## src/rtl/prle_pkg.sv

```systemverilog
// types shared by the packbits-style run-length decoder
// compressed byte item in, decoded result item out; no dependencies
package prle_pkg;

    typedef struct packed {
        logic [7:0] data_byte;
        logic       stream_end;
    } t_in;

    typedef struct packed {
        logic [7:0] value;
        logic [7:0] copies;
        logic       truncated;
        logic       last;
    } t_out;

    // header byte at or above this value announces a repeat run
    localparam logic [7:0] REPEAT_MIN = 8'd128;
    // repeat run copy count is header minus this offset
    localparam logic [7:0] REPEAT_OFFSET = 8'd126;

endpackage

```

## src/rtl/prle_step.sv

```systemverilog
// decode step of the run-length decoder: phase and counter registers
// plus the logic that turns one compressed byte into zero or one result; uses prle_pkg
module prle_step
    import prle_pkg::*;
(
    input  logic i_clk,
    input  logic i_rst_n,
    input  logic i_fire,
    input  t_in  i_item,
    output logic o_has_result,
    output t_out o_result
);

    localparam logic [1:0] PH_HEADER  = 2'd0;
    localparam logic [1:0] PH_REPEAT  = 2'd1;
    localparam logic [1:0] PH_LITERAL = 2'd2;

    logic [1:0] r_phase, n_phase;
    logic [7:0] r_lit_left, n_lit_left;
    logic [7:0] r_rep_cnt, n_rep_cnt;
    logic [7:0] lit_dec;

    assign lit_dec = r_lit_left - 8'd1;

    always_comb begin
        n_phase      = r_phase;
        n_lit_left   = r_lit_left;
        n_rep_cnt    = r_rep_cnt;
        o_has_result = 1'b1;
        o_result     = '0;
        o_result.last = i_item.stream_end;
        unique case (r_phase)
            PH_REPEAT: begin
                o_result.value  = i_item.data_byte;
                o_result.copies = r_rep_cnt;
                n_rep_cnt       = '0;
                n_phase         = PH_HEADER;
            end
            PH_LITERAL: begin
                o_result.value  = i_item.data_byte;
                o_result.copies = 8'd1;
                n_lit_left      = lit_dec;
                if (lit_dec == '0) begin
                    n_phase = PH_HEADER;
                end else begin
                    o_result.truncated = i_item.stream_end;
                end
            end
            default: begin
                if (i_item.data_byte < REPEAT_MIN) begin
                    n_lit_left = i_item.data_byte + 8'd1;
                    n_phase    = PH_LITERAL;
                end else begin
                    n_rep_cnt = i_item.data_byte - REPEAT_OFFSET;
                    n_phase   = PH_REPEAT;
                end
                // a header only yields a status result when the stream stops on it
                o_has_result       = i_item.stream_end;
                o_result.truncated = 1'b1;
            end
        endcase
        if (i_item.stream_end) begin
            n_phase    = PH_HEADER;
            n_lit_left = '0;
            n_rep_cnt  = '0;
        end
    end

    always_ff @(posedge i_clk) begin
        if (!i_rst_n) begin
            r_phase    <= PH_HEADER;
            r_lit_left <= '0;
            r_rep_cnt  <= '0;
        end else if (i_fire) begin
            r_phase    <= n_phase;
            r_lit_left <= n_lit_left;
            r_rep_cnt  <= n_rep_cnt;
        end
    end

    a_lit_nonzero : assert property (@(posedge i_clk) disable iff (!i_rst_n)
        r_phase == PH_LITERAL |-> r_lit_left != 8'd0)
        else $error("literal phase with no bytes left");

    a_end_clears : assert property (@(posedge i_clk) disable iff (!i_rst_n)
        i_fire && i_item.stream_end |=> r_phase == PH_HEADER && r_rep_cnt == 8'd0)
        else $error("state not cleared after final byte");

    a_status_only : assert property (@(posedge i_clk) disable iff (!i_rst_n)
        i_fire && o_has_result && o_result.copies == 8'd0
            |-> o_result.truncated && o_result.last)
        else $error("status-only result without truncation at stream end");

    a_repeat_range : assert property (@(posedge i_clk) disable iff (!i_rst_n)
        r_phase == PH_REPEAT |-> r_rep_cnt >= 8'd2 && r_rep_cnt <= 8'd129)
        else $error("repeat count out of range");

endmodule

```

## src/rtl/packbits_style_rle_decoder_unit.sv

```systemverilog
// Packbits-style run-length decoder: takes one compressed byte per cycle unless a
// result is held by a stalled output, and gives zero or one result per byte: a literal
// byte with copies 1, a repeat value with its copy count, or a status result with
// copies 0 when the stream ends on a header; expanding repeats is left downstream.
// Each byte is held in an input register, decoded by the step logic and written to a
// result register, and a new byte can be taken every cycle while the output drains.
// Rate is set by the phase and counter update; uses prle_pkg, prle_step.
module packbits_style_rle_decoder_unit
    import prle_pkg::*;
(
    input  logic i_clk,
    input  logic i_rst_n,
    input  logic i_in_valid,
    output logic o_in_ready,
    input  t_in  i_in_data,
    output logic o_out_valid,
    input  logic i_out_ready,
    output t_out o_out_data
);

    logic r_in_vld;
    t_in  r_in;
    logic r_out_vld;
    t_out r_out;

    logic out_free;
    logic adv;
    logic has_result;
    t_out result;

    prle_step u_step (
        .i_clk        (i_clk),
        .i_rst_n      (i_rst_n),
        .i_fire       (adv),
        .i_item       (r_in),
        .o_has_result (has_result),
        .o_result     (result)
    );

    assign out_free   = !r_out_vld || i_out_ready;
    // a byte that yields no result never waits on the output side
    assign adv        = r_in_vld && (out_free || !has_result);
    assign o_in_ready = !r_in_vld || adv;

    always_ff @(posedge i_clk) begin
        if (!i_rst_n) begin
            r_in_vld <= 1'b0;
        end else if (i_in_valid && o_in_ready) begin
            r_in_vld <= 1'b1;
        end else if (adv) begin
            r_in_vld <= 1'b0;
        end
    end

    always_ff @(posedge i_clk) begin
        if (i_in_valid && o_in_ready) begin
            r_in <= i_in_data;
        end
    end

    always_ff @(posedge i_clk) begin
        if (!i_rst_n) begin
            r_out_vld <= 1'b0;
        end else if (adv && has_result) begin
            r_out_vld <= 1'b1;
        end else if (i_out_ready) begin
            r_out_vld <= 1'b0;
        end
    end

    always_ff @(posedge i_clk) begin
        if (adv && has_result) begin
            r_out <= result;
        end
    end

    assign o_out_valid = r_out_vld;
    assign o_out_data  = r_out;

endmodule
```

## config.mk

```make
export PLATFORM = sky130hd
export DESIGN_NAME = packbits_style_rle_decoder_unit
export DESIGN_NICKNAME = d
export VERILOG_FILES = /design/src/rtl/prle_pkg.sv /design/src/rtl/prle_step.sv /design/src/rtl/packbits_style_rle_decoder_unit.sv
export SDC_FILE = /design/constraint.sdc
export NUM_CORES = 1
export LEC_CHECK = 0
export ABC_CLOCK_PERIOD_IN_PS = 2300
export BUFFER_PORTS_ARGS = -buffer_cell sky130_fd_sc_hd__buf_2
export CORE_ASPECT_RATIO = 0.6
export CORE_MARGIN = 5
export CORE_UTILIZATION = 35
export CTS_BUF_LIST = sky130_fd_sc_hd__clkbuf_8
export CTS_CLUSTER_DIAMETER = 30
export CTS_CLUSTER_SIZE = 24
export DETAILED_ROUTE_END_ITERATION = 6
export GPL_TIMING_DRIVEN = 0
export SYNTH_ARGS = -nofsm -noshare
export SYNTH_HDL_FRONTEND = slang
export SYNTH_SLANG_ARGS = --single-unit
```

## constraint.sdc

```tcl
create_clock -name i_clk -period 2.3 [get_ports i_clk]
set_input_delay 0.575 -clock i_clk [delete_from_list [all_inputs] [get_ports i_clk]]
set_output_delay 0.575 -clock i_clk [all_outputs]
set_load 0.02 [all_outputs]
```

# == After elaboration in Yosys (flattened, before gate mapping) ==
# Cells that the tools add are included.
# word_totals
ff_bits,47
in_bits,13
output_inout_bits,20
wordCells,56
# classes
add_sub_neg,3
order_cmp,1
n_eq_ne,6
mux,18
reduce_logical,17
# op_table
operator,count
two-way mux 8 bit,4
one-hot mux 16 bit (2 select lines),1
one-hot mux 8 bit (2 select lines),2
adder 8 x 1 -> 8 bit (second input constant),1
logical NOT 8 bit,1
less-than comparator 8 bit (second input constant),1
subtractor 8 x 1 -> 8 bit (second input constant),1
subtractor 8 x 7 -> 8 bit (second input constant),1
two-way mux 1 bit,6
two-way mux 2 bit,3
AND reduction 3 bit,2
!= test 2 bit (second input constant),2
one-hot mux 2 bit (2 select lines),1
nonzero test 2 bit,2
logical AND 1 bit,3
logical NOT 1 bit,3
logical OR 1 bit,3
!= test 3 x 2 -> 1 bit (second input constant),1
!= test 3 bit (second input constant),1
nonzero test 3 bit,1
equality test 2 x 1 -> 1 bit (second input constant),1
equality test 2 bit (second input constant),1
one-hot mux 1 bit (2 select lines),1
AND reduction 2 bit,1
OR reduction 2 bit,1

# == Depth between registers and ports, before layout ==
# logic_depth
word_depth,9
ltp_mapped,8
ltp_nobuf,7

# == By module ==
# Synthesis repeated with hierarchy kept, for this count alone.
# hier_totals
hier_cells,220
hier_area_um2,2331.0
# modules_own_cells
module,n_inst,cells_per_inst,area_per_inst_um2,seq_area_each_um2
prle_step,1,181,1402.6,360.3
packbits_style_rle_decoder_unit,1,39,928.4,850.8

# == Least setup slack after synthesis ==
# No wires, ideal clock.
# synth_path
path_type,reg-to-reg
startpoint,register u_step.r_phase[0]
endpoint,"register r_out, in the netlist o_out_data[0], enable pin"
setup_time_ps,392
t_arrival_ps,1846
t_required_ps,1908
slack_ps,62
stages_incl_launch_ff,7
n_path_buf,1
period_less_slack_ps,2238
cell_sequence,dfxtp_1 inv_1 ha_1 nor2b_1 buf_2 o21ai_1 nor2_1
# synth_via
elab_chain_cells,7
word_cells_on_any_way,8
cone_classes,eq/ne: 2; mux: 1; reduce/logical: 5
# synth_rtl
item,line,source
"start, declared",prle_step.sv:18,"logic [1:0] r_phase, n_phase;"
"start signal, assigned",prle_step.sv:75,r_phase <= n_phase;
equality test 2 x 1 -> 1 bit or equality test 2 bit (tied branches),prle_step.sv:32,unique case (r_phase)
OR reduction 2 bit (no source line) (*),--,
two-way mux 1 bit (*),prle_step.sv:32,
logical NOT 1 bit,packbits_style_rle_decoder_unit.sv:42,assign adv = r_in_vld && (out_free || !has_result);
logical OR 1 bit,packbits_style_rle_decoder_unit.sv:42,
logical AND 1 bit,packbits_style_rle_decoder_unit.sv:42,
logical AND 1 bit (*),packbits_style_rle_decoder_unit.sv:72,if (adv && has_result) begin
"end signal, assigned",packbits_style_rle_decoder_unit.sv:73,r_out <= result;
"end, declared",packbits_style_rle_decoder_unit.sv:24,t_out r_out;
# Mark *: on every way between the ends. The rest lies on a longest branch, timed or not.
# A chain may end at the register's enable or synchronous reset.

# == Worst setup path in the final report ==
# layout_path
startpoint,register u_step.r_phase[1]
endpoint,output port o_in_ready
# layout_via
elab_chain_cells,7
word_cells_on_any_way,8
cone_classes,eq/ne: 2; mux: 1; reduce/logical: 5
# layout_rtl
item,line,source
equality test 2 x 1 -> 1 bit or equality test 2 bit (tied branches),prle_step.sv:32,
OR reduction 2 bit (no source line) (*),--,
two-way mux 1 bit (*),prle_step.sv:32,
logical NOT 1 bit (*),packbits_style_rle_decoder_unit.sv:42,
logical OR 1 bit (*),packbits_style_rle_decoder_unit.sv:42,
logical AND 1 bit (*),packbits_style_rle_decoder_unit.sv:42,
logical OR 1 bit (*),packbits_style_rle_decoder_unit.sv:43,assign o_in_ready = !r_in_vld || adv;
"end, declared",packbits_style_rle_decoder_unit.sv:14,"output logic o_in_ready,"
# Marked as above.

==> results.sh <==
export IMPL_vias=1718
export IMPL_yosys_warnings=0
export IMPL_yosys_area_share_simple_pct=22.3
export IMPL_synthesis_nets=231
export IMPL_gr_total_overflow=0
export IMPL_synth_main_ff_cell="edfxtp_1"
export IMPL_critPathKind="reg -> out"
export IMPL_clk_pin_slew_ns=0.08
export IMPL_status="finished, final reports clean"
export IMPL_synthAdderAreaFrac_pct=3.24
export IMPL_crit_arrival_ns=1.65
export IMPL_required_ns=1.73
export IMPL_grt_pass1_vias=1599
export IMPL_nets=273
export IMPL_antenna_cells=0
export IMPL_synth_largest_area_cell="edfxtp_1"
export IMPL_p_comb_share_pct=11.5
export IMPL_post_route_min_period_ns=2.23
export IMPL_slowest_delay_ns=0.35
export IMPL_ant_nets=0
export IMPL_hpwl_um=3700
export IMPL_cp_start_kind="flop"
export IMPL_power_frac_clock_pct=32.6
export IMPL_netSwitchingPower_mw=0.417
export IMPL_grt_util_met3_pct=3.40
export IMPL_synth_area_leaders="edfxtp_1 35%, dfxtp_1 17%, and2_1 4.1%"
export IMPL_cellPowerDensity_nw_per_um2=614
export IMPL_clock_skew_ns=0.00554
export IMPL_firstDrtPassIters=4
export IMPL_synth_top_family_by_area="simple AND/OR/NAND/NOR gates"
export IMPL_ys_seq_area_share_pct=52.3
export IMPL_intPower_mw=1.27
export IMPL_cts_tree="yes"
export IMPL_synth_cells=212
export IMPL_synth_common_cells="27 x edfxtp_1, 20 x dfxtp_1, 15 x and2_1, 15 x nor2b_1"
export IMPL_end_kind="output port"
export IMPL_die_height_um=73.0
export IMPL_synth_edf_count=27
export IMPL_htreeDepth=2
export IMPL_critical_path_slowest_cell="dfxtp_2"
export IMPL_relSlewSlack_pct=41.9
export IMPL_fmax_mhz=449
export IMPL_postCtsHoldBufs=0
export IMPL_cts_sinks=47
export IMPL_rsz0062_at_grt="no"
export IMPL_crit_fanout=6
export IMPL_synthMuxAreaShare_pct=1.30
export IMPL_start_util_pct=35.3
export IMPL_ys_types=51
export IMPL_clock_path_buffers=2
export IMPL_finalSetupViolations=0
export IMPL_grt_max_degree=19
export IMPL_syn_area_per_cell_um2=10.9
export IMPL_synth_xor_area_share_pct=4.16
export IMPL_wire_per_inst_um=14.6
export IMPL_p_sw_share_pct=24.6
export IMPL_cts_root_buf="clkbuf_8"
export IMPL_die_x_um=115
export IMPL_seq_power_share_pct=55.9
export IMPL_finalWirelength_um=5010
export IMPL_irDropWorstVdd_mv=0.327
export IMPL_critPathTopFamily="simple AND/OR/NAND/NOR gates"
export IMPL_met2_usage_pct=16.7
export IMPL_via_per_inst=5.02
export IMPL_p_total_mw=1.69
export IMPL_drive_gt1_share_pct=24.7
export IMPL_area_growth_syn_to_layout_pct=18.9
export IMPL_synthArstFlopShare_pct=0
export IMPL_insertion_delay_ns=0.30
export IMPL_finalCritPeriodShare_pct=96.9
export IMPL_cap_viol_max_count=0
export IMPL_design_core_area_um2=6560
export IMPL_rows=23
export IMPL_dr_first_iter_drc_count=51
export IMPL_synth_compound_area_share_pct=13.5
export IMPL_syn_area_um2=2320
export IMPL_gp_congestion=0.868
export IMPL_yosysTopAreaCellShare_pct=35.0
export IMPL_tns_ns=0
export IMPL_grt_usage_pct=12.5
export IMPL_worstPathCellList="ha_4 -> nor2b_4 -> nand2b_4 -> or2_2 -> buf_6"
export IMPL_leakagePower_nw=0.982
export IMPL_busiest_layer="met1"
export IMPL_ios=33
export IMPL_synth_seq_cells=47
export IMPL_die_area_um2=8400
export IMPL_grt_pass1_wl_um=8000
export IMPL_worst_path_buf_inv=1
export IMPL_gr_usage_met1_pct=19.1
export IMPL_antenna_found_initial=0
export IMPL_drv_slew=0
export IMPL_hold_class="in -> reg"
export IMPL_worst_slew_pin_transition_ns=0.871
export IMPL_cts_inserted_buffers=5
export IMPL_final_util_pct=42.0
export IMPL_portBuffers=32
export IMPL_synth_most_common_cell="edfxtp_1"
export IMPL_drc=0
export IMPL_hold_viol_final=0
-- through the flow --
stage	instances	hold WS, ns	setup WS (ns)	cell area (um^2)
after floorplan	212	0.421	0.0620	2320
after global placement	331	0.429	-0.486	2580
after detailed placement	331	0.450	-0.0167	2590
after CTS	339	0.435	0.000364	2730
after global routing	342	0.430	0.00471	2750
final	342	0.445	0.0705	2750
-- registers in the layout, indices dropped and copies added, names as in the netlist --
signal,cells
r_in,9
o_out_valid,1
u_step.r_phase,2
u_step.r_rep_cnt,8
r_in_vld,1
u_step.r_lit_left,8
o_out_data,18
-- repair_timing --
action / 4_1_cts / 5_1_grt
pin swaps: 0 / 1
buffers inserted: 1 / 3
endpoints found under the setup margin: 19 / 1
resized for setup: 6 / 3
-- cell usage in the layout, fill, tap and decap left out, types with 2 or more instances in the layout --
cell	synthesis	final
buf_2	3	33
edfxtp_1	27	27
dfxtp_1	20	18
and2_1	15	15
nor2b_1	15	14
nand2_1	11	11
nor2_1	11	10
a22oi_1	10	10
nand3_1	8	8
inv_1	8	7
clkbuf_8	0	7
xnor2_1	6	6
o21ai_0	6	6
clkbuf_1	5	5
xor2_1	5	5
ha_1	6	5
a21oi_1	4	4
buf_4	0	4
nor4_1	3	3
o211ai_1	3	3
a21boi_1	3	3
mux2i_1	3	3
nand2b_1	3	2
o21ai_1	2	2
o21a_1	2	2
buf_6	1	2
nor3_1	2	2
nand3b_1	2	2
a21boi_0	2	2
nor3b_1	2	2
or3_1	2	2
dfxtp_2	0	2
-- cells by family (layout without fill, tap and decap cells) --
family / after synthesis / after routing
and+or+nand+nor: 85 / 85
muxes: 3 / 3
xor gates and xnor gates: 11 / 11
AOI/OAI and AO/OA: 43 / 43
adders and majority gates: 6 / 6
DFF: 47 / 47
buffers and inverters: 17 / 60
-- cell type report --
| class | instances | area [um^2] |
|---|---|---|
| Fill cell | 642 | 3810 |
| Sequential cell | 47 | 1210 |
| Multi-Input combinational cell | 148 | 1060 |
| Timing Repair Buffer | 36 | 196 |
| Tap cell | 87 | 109 |
| Clock buffer | 7 | 96.3 |
| Buffer | 8 | 40.0 |
| Inverter | 8 | 30.0 |
| Clock inverter | 1 | 7.51 |
-- path summary, 6_finish.rpt --
| path | start | to | slack (ns) | depth (start not counted) |
|---|---|---|---|---|
| setup / recovery | u_step.r_phase[1] | o_in_ready | 0.07 | 5 |
| hold / removal | i_in_data[0] | r_in[0] | 0.45 | 1 |
| setup reg to reg | u_step.r_lit_left[0] | o_out_data[1] | 0.15 | 7 |
| hold reg to reg | r_in[0] | o_out_data[0] | 0.46 | 0 |
-- layer usage --
layer,vias to the layer above,share of wire [%]
met2,48,38
met4,0,1.3
met1,809,54
li1,853,-
met3,8,6.5
met5,-,0
-- power groups by stage --
stage          Combinational, mW  Sequential (mW)  Clock, mW
6_report                   0.194            0.945      0.552
5_1_grt                    0.214            0.949      0.596
4_1_cts                    0.190            0.944      0.565
3_5_place_dp               0.184            0.963          0
3_3_place_gp               0.184            0.963          0
2_1_floorplan              0.113            0.973          0
(Power assumes the default switching activity.)
